`src/hdl/npmr_pkg.sv`:
```
// Package for the next-prime Miller-Rabin search block.
// Shared constants, FSM state type and the status struct of the serial
// modular multiplier. No dependencies.
package npmr_pkg;

  localparam int unsigned DATA_WIDTH_DEF = 31;
  localparam int unsigned BASE_W         = 31;
  localparam int unsigned CNT_W          = $clog2(BASE_W);
  localparam logic [BASE_W-1:0] BASE_RST = BASE_W'(2);

  typedef enum logic [3:0] {
    ST_IDLE,
    ST_CAND,
    ST_RED,
    ST_TRIV,
    ST_SPLIT,
    ST_POW_CHK,
    ST_POW_MR,
    ST_POW_SQ,
    ST_POW_END,
    ST_SQ_CHK,
    ST_SQ_WAIT,
    ST_FAIL,
    ST_FINISH
  } state_e;

  typedef struct packed {
    logic busy;
    logic done;
  } mul_status_t;

endpackage

```
`src/hdl/npmr_mulmod.sv`:
```
// Bit-serial modular multiplier: prod = a * b mod n, one bit of b per cycle.
// Operands must be below n; n must hold while busy.
// Depends on npmr_pkg.
module npmr_mulmod #(
  parameter int unsigned DATA_WIDTH = npmr_pkg::DATA_WIDTH_DEF
) (
  input  logic                    clk_i,
  input  logic                    rst_ni,
  input  logic                    start_i,
  input  logic [DATA_WIDTH-1:0]   a_i,
  input  logic [DATA_WIDTH-1:0]   b_i,
  input  logic [DATA_WIDTH-1:0]   n_i,
  output logic [DATA_WIDTH-1:0]   prod_o,
  output npmr_pkg::mul_status_t   status_o
);

  logic                  busy_q, busy_d;
  logic [DATA_WIDTH-1:0] acc_q, acc_d;
  logic [DATA_WIDTH-1:0] a_q, a_d;
  logic [DATA_WIDTH-1:0] b_q, b_d;
  logic                  done;

  function automatic logic [DATA_WIDTH-1:0] add_mod(
    input logic [DATA_WIDTH-1:0] x,
    input logic [DATA_WIDTH-1:0] y,
    input logic [DATA_WIDTH-1:0] n
  );
    logic [DATA_WIDTH:0] s;
    s = {1'b0, x} + {1'b0, y};
    if (s >= {1'b0, n}) begin
      s = s - {1'b0, n};
    end
    return s[DATA_WIDTH-1:0];
  endfunction

  assign done = busy_q && (b_q == '0);

  always_comb begin
    busy_d = busy_q;
    acc_d  = acc_q;
    a_d    = a_q;
    b_d    = b_q;
    if (start_i) begin
      busy_d = 1'b1;
      acc_d  = '0;
      a_d    = a_i;
      b_d    = b_i;
    end else if (done) begin
      busy_d = 1'b0;
    end else if (busy_q) begin
      acc_d = b_q[0] ? add_mod(acc_q, a_q, n_i) : acc_q;
      a_d   = add_mod(a_q, a_q, n_i);
      b_d   = b_q >> 1;
    end
  end

  always_ff @(posedge clk_i or negedge rst_ni) begin
    if (!rst_ni) begin
      busy_q <= 1'b0;
    end else begin
      busy_q <= busy_d;
    end
  end

  always_ff @(posedge clk_i) begin
    acc_q <= acc_d;
    a_q   <= a_d;
    b_q   <= b_d;
  end

  assign prod_o        = acc_q;
  assign status_o.busy = busy_q;
  assign status_o.done = done;

endmodule

```
`src/hdl/next_prime_miller_rabin_top.sv`:
```
// Next probable prime search: one strong-probable-prime round per odd candidate.
// Starts of 0, 1 or all ones finish without a search; otherwise each odd
// candidate goes through base reduction, split of n-1, exponentiation and
// squarings, all products computed by the
// single bit-serial modular multiplier. One request at a time.
// Reset: async active low; idle, no result pending, witness base = 2.
module next_prime_miller_rabin_top #(
  parameter int unsigned DATA_WIDTH = npmr_pkg::DATA_WIDTH_DEF
) (
  input  logic                        clk_i,
  input  logic                        rst_ni,
  input  logic                        in_valid_i,
  output logic                        in_stall_o,
  input  logic [DATA_WIDTH-1:0]       start_value_i,
  output logic                        out_valid_o,
  input  logic                        out_stall_i,
  output logic [DATA_WIDTH-1:0]       next_prime_o,
  input  logic                        cfg_we_i,
  input  logic [npmr_pkg::BASE_W-1:0] cfg_wdata_i
);

  localparam int unsigned SW = $clog2(DATA_WIDTH);

  npmr_pkg::state_e state_q, state_d;

  logic [npmr_pkg::BASE_W-1:0] base_q;
  logic                        out_valid_q;
  logic [DATA_WIDTH-1:0]       out_q;

  logic [DATA_WIDTH-1:0]       c_q;
  logic [DATA_WIDTH-1:0]       b_q;
  logic [DATA_WIDTH-1:0]       r_q;
  logic [DATA_WIDTH-1:0]       e_q;
  logic [SW-1:0]               s_q;
  logic [SW-1:0]               i_q;
  logic [npmr_pkg::BASE_W-1:0] bs_q;
  logic [npmr_pkg::CNT_W-1:0]  cnt_q;

  logic                        in_acc;
  logic                        out_load;
  logic [DATA_WIDTH-1:0]       nm1;
  logic [DATA_WIDTH:0]         red_tmp;
  logic                        red_ge;
  logic                        red_last;
  logic                        mul_start;
  logic [DATA_WIDTH-1:0]       mul_a;
  logic [DATA_WIDTH-1:0]       mul_b;
  logic [DATA_WIDTH-1:0]       prod;
  npmr_pkg::mul_status_t       mul_st;

  assign nm1      = c_q - DATA_WIDTH'(1);
  assign red_tmp  = {b_q, bs_q[npmr_pkg::BASE_W-1]};
  assign red_ge   = red_tmp >= {1'b0, c_q};
  assign red_last = cnt_q == npmr_pkg::CNT_W'(npmr_pkg::BASE_W - 1);
  assign in_acc   = in_valid_i && !in_stall_o;

  npmr_mulmod #(
    .DATA_WIDTH(DATA_WIDTH)
  ) u_mulmod (
    .clk_i   (clk_i),
    .rst_ni  (rst_ni),
    .start_i (mul_start),
    .a_i     (mul_a),
    .b_i     (mul_b),
    .n_i     (c_q),
    .prod_o  (prod),
    .status_o(mul_st)
  );

  // next state
  always_comb begin
    state_d = state_q;
    unique case (state_q)
      npmr_pkg::ST_IDLE: begin
        if (in_acc) begin
          if (start_value_i <= DATA_WIDTH'(1) || (&start_value_i)) begin
            state_d = npmr_pkg::ST_FINISH;
          end else begin
            state_d = npmr_pkg::ST_CAND;
          end
        end
      end
      npmr_pkg::ST_CAND: begin
        if (c_q[0]) state_d = npmr_pkg::ST_RED;
      end
      npmr_pkg::ST_RED: begin
        if (red_last) state_d = npmr_pkg::ST_TRIV;
      end
      npmr_pkg::ST_TRIV: begin
        if (b_q == '0 || b_q == DATA_WIDTH'(1) || b_q == nm1) begin
          state_d = npmr_pkg::ST_FINISH;
        end else begin
          state_d = npmr_pkg::ST_SPLIT;
        end
      end
      npmr_pkg::ST_SPLIT: begin
        if (e_q[0]) state_d = npmr_pkg::ST_POW_CHK;
      end
      npmr_pkg::ST_POW_CHK: begin
        priority if (e_q == '0) state_d = npmr_pkg::ST_POW_END;
        else if (e_q[0])        state_d = npmr_pkg::ST_POW_MR;
        else                    state_d = npmr_pkg::ST_POW_SQ;
      end
      npmr_pkg::ST_POW_MR: begin
        if (mul_st.done) state_d = npmr_pkg::ST_POW_SQ;
      end
      npmr_pkg::ST_POW_SQ: begin
        if (mul_st.done) state_d = npmr_pkg::ST_POW_CHK;
      end
      npmr_pkg::ST_POW_END: begin
        if (r_q == DATA_WIDTH'(1) || r_q == nm1) begin
          state_d = npmr_pkg::ST_FINISH;
        end else begin
          state_d = npmr_pkg::ST_SQ_CHK;
        end
      end
      npmr_pkg::ST_SQ_CHK: begin
        if (i_q >= s_q) begin
          state_d = npmr_pkg::ST_FAIL;
        end else begin
          state_d = npmr_pkg::ST_SQ_WAIT;
        end
      end
      npmr_pkg::ST_SQ_WAIT: begin
        if (mul_st.done) begin
          priority if (prod == nm1)           state_d = npmr_pkg::ST_FINISH;
          else if (prod == DATA_WIDTH'(1))   state_d = npmr_pkg::ST_FAIL;
          else                                state_d = npmr_pkg::ST_SQ_CHK;
        end
      end
      npmr_pkg::ST_FAIL: begin
        if (&c_q) begin
          state_d = npmr_pkg::ST_FINISH;
        end else begin
          state_d = npmr_pkg::ST_CAND;
        end
      end
      npmr_pkg::ST_FINISH: begin
        if (out_load) state_d = npmr_pkg::ST_IDLE;
      end
      default: state_d = npmr_pkg::ST_IDLE;
    endcase
  end

  // control outputs
  always_comb begin
    in_stall_o = (state_q != npmr_pkg::ST_IDLE);
    out_load   = (state_q == npmr_pkg::ST_FINISH) && (!out_valid_q || !out_stall_i);
    mul_start  = ((state_q == npmr_pkg::ST_POW_CHK) && (e_q != '0))
              || ((state_q == npmr_pkg::ST_POW_MR) && mul_st.done)
              || ((state_q == npmr_pkg::ST_SQ_CHK) && (i_q < s_q));
    mul_a      = ((state_q == npmr_pkg::ST_SQ_CHK)
              || ((state_q == npmr_pkg::ST_POW_CHK) && e_q[0])) ? r_q : b_q;
    mul_b      = (state_q == npmr_pkg::ST_SQ_CHK) ? r_q : b_q;
  end

  always_ff @(posedge clk_i or negedge rst_ni) begin
    if (!rst_ni) begin
      state_q     <= npmr_pkg::ST_IDLE;
      base_q      <= npmr_pkg::BASE_RST;
      out_valid_q <= 1'b0;
    end else begin
      state_q <= state_d;
      if (cfg_we_i) base_q <= cfg_wdata_i;
      if (out_load) begin
        out_valid_q <= 1'b1;
      end else if (!out_stall_i) begin
        out_valid_q <= 1'b0;
      end
    end
  end

  // datapath
  always_ff @(posedge clk_i) begin
    if (out_load) out_q <= c_q;
    unique case (state_q)
      npmr_pkg::ST_IDLE: begin
        if (in_acc) begin
          priority if (start_value_i <= DATA_WIDTH'(1)) c_q <= DATA_WIDTH'(2);
          else if (&start_value_i)                      c_q <= '0;
          else                                          c_q <= start_value_i + DATA_WIDTH'(1);
        end
      end
      npmr_pkg::ST_CAND: begin
        if (!c_q[0]) begin
          c_q <= c_q + DATA_WIDTH'(1);
        end else begin
          b_q   <= '0;
          bs_q  <= base_q;
          cnt_q <= '0;
        end
      end
      npmr_pkg::ST_RED: begin
        b_q   <= red_ge ? DATA_WIDTH'(red_tmp - {1'b0, c_q}) : red_tmp[DATA_WIDTH-1:0];
        bs_q  <= bs_q << 1;
        cnt_q <= cnt_q + npmr_pkg::CNT_W'(1);
      end
      npmr_pkg::ST_TRIV: begin
        e_q <= nm1;
        s_q <= '0;
        r_q <= DATA_WIDTH'(1);
      end
      npmr_pkg::ST_SPLIT: begin
        if (!e_q[0]) begin
          e_q <= e_q >> 1;
          s_q <= s_q + SW'(1);
        end
      end
      npmr_pkg::ST_POW_MR: begin
        if (mul_st.done) r_q <= prod;
      end
      npmr_pkg::ST_POW_SQ: begin
        if (mul_st.done) begin
          b_q <= prod;
          e_q <= e_q >> 1;
        end
      end
      npmr_pkg::ST_POW_END: begin
        i_q <= SW'(1);
      end
      npmr_pkg::ST_SQ_WAIT: begin
        if (mul_st.done) begin
          r_q <= prod;
          i_q <= i_q + SW'(1);
        end
      end
      npmr_pkg::ST_FAIL: begin
        c_q <= (&c_q) ? '0 : c_q + DATA_WIDTH'(1);
      end
      default: begin
      end
    endcase
  end

  assign out_valid_o  = out_valid_q;
  assign next_prime_o = out_q;

  a_mul_start_free: assert property (@(posedge clk_i) disable iff (!rst_ni)
    mul_start |-> (!mul_st.busy || mul_st.done))
    else $error("multiplier started while busy");

  a_result_form: assert property (@(posedge clk_i) disable iff (!rst_ni)
    out_valid_o |-> (next_prime_o[0] || next_prime_o == DATA_WIDTH'(2) || next_prime_o == '0))
    else $error("result neither odd, two nor zero");

  a_round_reduced: assert property (@(posedge clk_i) disable iff (!rst_ni)
    (state_q == npmr_pkg::ST_SQ_CHK) |-> (r_q < c_q && b_q < c_q))
    else $error("round operand not reduced");

  a_accept_leaves_idle: assert property (@(posedge clk_i) disable iff (!rst_ni)
    in_acc |=> (state_q != npmr_pkg::ST_IDLE))
    else $error("request accepted without starting a search");

endmodule

```
`config.mk`:
```
export PLATFORM = sky130hd
export DESIGN_NAME = next_prime_miller_rabin_top
export DESIGN_NICKNAME = d
export VERILOG_FILES = /design/src/hdl/npmr_pkg.sv /design/src/hdl/npmr_mulmod.sv /design/src/hdl/next_prime_miller_rabin_top.sv
export SDC_FILE = /design/constraint.sdc
export NUM_CORES = 1
export LEC_CHECK = 0
export ABC_AREA = 0
export BUFFER_PORTS_ARGS = -buffer_cell sky130_fd_sc_hd__buf_2
export CORE_UTILIZATION = 57
export CTS_CLUSTER_SIZE = 28
export DETAILED_ROUTE_END_ITERATION = 10
export PLACE_DENSITY_LB_ADDON = 0.08
export REMOVE_ABC_BUFFERS = 1
export SLEW_MARGIN = 20
export SYNTH_ARGS = -nofsm -noshare
export SYNTH_HDL_FRONTEND = slang
export SYNTH_SLANG_ARGS = --single-unit
```
`constraint.sdc`:
```
create_clock -name clk_i -period 7.5 [get_ports clk_i]
set_clock_uncertainty 0.1 [all_clocks]
set_input_delay 0.75 -clock clk_i [delete_from_list [all_inputs] [get_ports clk_i]]
set_output_delay 0.75 -clock clk_i [all_outputs]
set_load 0.1 [all_outputs]
```
==> impl_results.md <==
* Outcome: completed
* Horizontal die dimension at ~210 µm
* Largest net degree at the start of global routing at a little over 100
* Total clock buffers created by CTS at 39
* Die footprint at roughly 43000 µm²
* Number of post-CTS setup repair buffers at 0
* Crit path time final at 6.423 ns
* Register bit total from synthesis at between 300 and 400
* CTS tree: built
* Die Span Y at 208.5 µm
* Count of final hold-check violations at 0
* Hpwl dp at 60580 µm
* RSZ-0062 raised after global routing: false
* Asr flop ratio synth at 0.1118
* Number of nets with antenna violations after detailed routing at 0
* Category of the worst setup path capture point: flip-flop
* Worst EP arrival at a little under 7 ns
* Worst-Margin Slew at between 1 and 1.5 ns
* Vias per inst at approximately 6.6
* Cell count after placement at 3216
* Top cell type by total area after synthesis: sky130_fd_sc_hd__edfxtp_1
* Global route overflow at 0
* Area overhead of the layout relative to synthesis at 9.727%
* Number of distinct library cells after synthesis at 87
* Number of cell instances on the worst register-to-register path at 22
* Fin cells at about 3300
* Core box area at 42040 µm²
* Synthesized area divided by synthesized cell count at 9.125 µm²
* Top library cells by usage in the layout, fill and taps aside: sky130_fd_sc_hd__nand2_1 (359), sky130_fd_sc_hd__edfxtp_1 (263), sky130_fd_sc_hd__nor2_1 (177)
* Maximum operating frequency at roughly 0.16 GHz
* NumNets Final at ~2900
* Initial DRC Count at roughly 2500
* Via count at roughly 22000
* Final routed wire length divided by cell count at 24.65 µm
* Global-route wire length before repair at around 120000 µm
* Required time at the worst-slack endpoint at between 7 and 8 ns
* Number of placement rows at 75
* Biggest area contributors in the synthesized netlist: sky130_fd_sc_hd__edfxtp_1 (33%), sky130_fd_sc_hd__ha_1 (7.1%), sky130_fd_sc_hd__xnor2_1 (6.3%)
* Number of flops mapped to enable cells by yosys at ~260
* Number of clock sinks seen by CTS at between 300 and 400
* Antenna violations before repair at 1
* Cells after synthesis at ~2700
* Number of buffers on the longest clock path at 3
* Post_cts resized at 0
* Gr usage total at 0.3709
* Critical Path Fanout Max at 20
* Period utilisation layout at 0.8565
* Max-slew violations at 0
* Max-capacitance violation count at 0
* Final-layout fill cell count at 3564
* Critical path launch point type: flip-flop
* Synth Flop Type: sky130_fd_sc_hd__edfxtp_1
* Detailed Routing Iterations Pass 1 at 6
* Detailed-route DRC error count at 0
* Final setup violation count at 0
* Wire length reported by the detailed router at about 81000 µm
* Library cell used as clock root buffer: sky130_fd_sc_hd__clkbuf_16
* Later-pin clock latency in the skew report at 0.59 ns
* Hold crit path type: in -> reg
* Netlist area before placement at about 24000 µm²
* Portion of the post-synthesis area used by sequential elements at 0.3887
* CTS clock-pin slew for the worst setup and hold paths at around 0.060 ns
* Worst slew margin at 0.1792
* H-Tree Depth at 2
* Yosys synthesis warning count at 0
* Number of buffers added to fix hold violations after cts at 0
* Hold Worst Slack at 0.3080 ns
* Fraction of layout cells with a size suffix above 1 at 0.09455
* Final weighted congestion in routability-driven placement at about 1
* Number of I/O pins at 100
* Crit Path Category: reg -> reg
* Area share of the largest cell type after synthesis at 0.3250
* Fin Setup TNS at 0 ns
* Initial standard-cell utilization of the core at 0.5780
* Most common cell after layout, fill and taps aside: sky130_fd_sc_hd__nand2_1
* Number of stages on the worst hold path at 2
* Vias in the first global route at approximately 20000
* Number of port buffers at a little under 100
critical path, stage by stage, from the launching register on:
cell                       delay (ns)
sky130_fd_sc_hd__edfxtp_1        0.44
sky130_fd_sc_hd__ha_1            0.25
sky130_fd_sc_hd__fa_1            0.42
sky130_fd_sc_hd__a21o_1          0.23
sky130_fd_sc_hd__a31o_2          0.26
sky130_fd_sc_hd__a21oi_1         0.40
sky130_fd_sc_hd__o22ai_1         0.22
sky130_fd_sc_hd__o21a_1          0.24
sky130_fd_sc_hd__o21ai_0         0.20
sky130_fd_sc_hd__a21oi_1         0.11
sky130_fd_sc_hd__xor2_1          0.16
sky130_fd_sc_hd__ha_1            0.40
sky130_fd_sc_hd__nand3_1         0.14
sky130_fd_sc_hd__nor3_1          0.31
sky130_fd_sc_hd__nand2_1         0.14
sky130_fd_sc_hd__o221a_2         0.32
sky130_fd_sc_hd__a211oi_1        0.40
sky130_fd_sc_hd__nor3_1          0.13
sky130_fd_sc_hd__o211ai_1        0.24
sky130_fd_sc_hd__a31o_2          0.57
sky130_fd_sc_hd__buf_4           0.32
sky130_fd_sc_hd__mux2i_1         0.22
sky130_fd_sc_hd__a21oi_1         0.08
Yosys cell counts, drive strengths merged (7+ instances only):
library cell  count
a211oi           39
a21o             54
a21oi           157
a31oi            50
and2             46
and3             38
and4             13
buf              19
clkbuf           91
dfrtp            36
dfxtp            31
edfxtp          263
ha              138
inv              75
mux2             33
mux2i            77
nand2           361
nand2b           20
nand3            75
nand3b           10
nand4            39
nor2            182
nor2b            23
nor3             55
nor3b             8
nor4             70
o2111ai           7
o211ai           11
o21a             26
o21ai           178
o21bai           16
o221ai            8
o22ai            24
o31a              7
or3              14
or4               8
xnor2           177
xor2             85
per-stage QoR:
| stage | setup WS, ns | area [µm²] | utilization |
|---|---|---|---|
| global placement | 1.329 | 25290 | 0.6015 |
| global route | 0.7021 | 26660 | 0.6341 |
| CTS | 1.171 | 26620 | 0.6332 |
| detailed placement | 1.169 | 25290 | 0.6015 |
| floorplan | 1.587 | 23870 | - |
| finish | 1.077 | 26660 | 0.6342 |
kinds of logic after synthesis:
group / synth area share
flops: 0.3887
simple gates: 0.1962
xor+xnor: 0.09567
fa+ha+maj: 0.07435
mux: 0.04701
compound gates: 0.1687
buf+inv: 0.02935
path summary, 6_finish.rpt:
path	start	endpoint	slack, ns
worst max-delay path	u_mulmod.a_q[0]$_DFFE_PP_	u_mulmod.prod_o[18]$_SDFFE_PN0P_	1.08
worst min-delay path	cfg_wdata_i[3]	base_q[3]$_DFFE_PN0P_	0.31
worst max register to register	u_mulmod.a_q[0]$_DFFE_PP_	u_mulmod.prod_o[18]$_SDFFE_PN0P_	1.08
worst min register to register	bs_q[18]$_DFFE_PP_	bs_q[19]$_DFFE_PP_	0.40
max in group asynchronous	rst_ni	base_q[13]$_DFFE_PN0P_	6.32
min in group asynchronous	rst_ni	base_q[20]$_DFFE_PN0P_	0.50
metal layers:
| layer | global-route usage | vias to the layer above | routed length (µm) |
|---|---|---|---|
| li1 | - | 9969 | - |
| met1 | 0.5237 | 10300 | 34470 |
| met2 | 0.5601 | 1111 | 35280 |
| met3 | 0.07079 | 190 | 8081 |
| met4 | 0.1479 | 0 | 3283 |
| met5 | 0 | - | 0 |
cell type report:
| class | count | area [µm²] | share of cell area |
|---|---|---|---|
| antenna | 2 | 5.005 | 0.0001877 |
| clock buffer | 48 | 1072 | 0.04022 |
| clock inverter | 23 | 260.3 | 0.009761 |
| inverter | 75 | 281.5 | 0.01056 |
| multi-input combinational | 2147 | 14210 | 0.5330 |
| sequential | 331 | 9445 | 0.3542 |
| tap | 539 | 674.4 | 0.02529 |
| timing repair buffer | 126 | 713.2 | 0.02675 |
sequential cells by signal, indices dropped and copies added (netlist names):
signal	count
b_q	31
base_q	31
bs_q	31
c_q	31
e_q	31
next_prime_o	31
r_q	31
u_mulmod.a_q	31
u_mulmod.b_q	31
u_mulmod.prod_o	31
cnt_q	5
i_q	5
s_q	5
state_q	4
out_valid_o	1
u_mulmod.busy_q	1
Power is left out: the tool's default activity adds up to more than one toggle a clock period on the data nets, which glitch-free logic cannot reach.
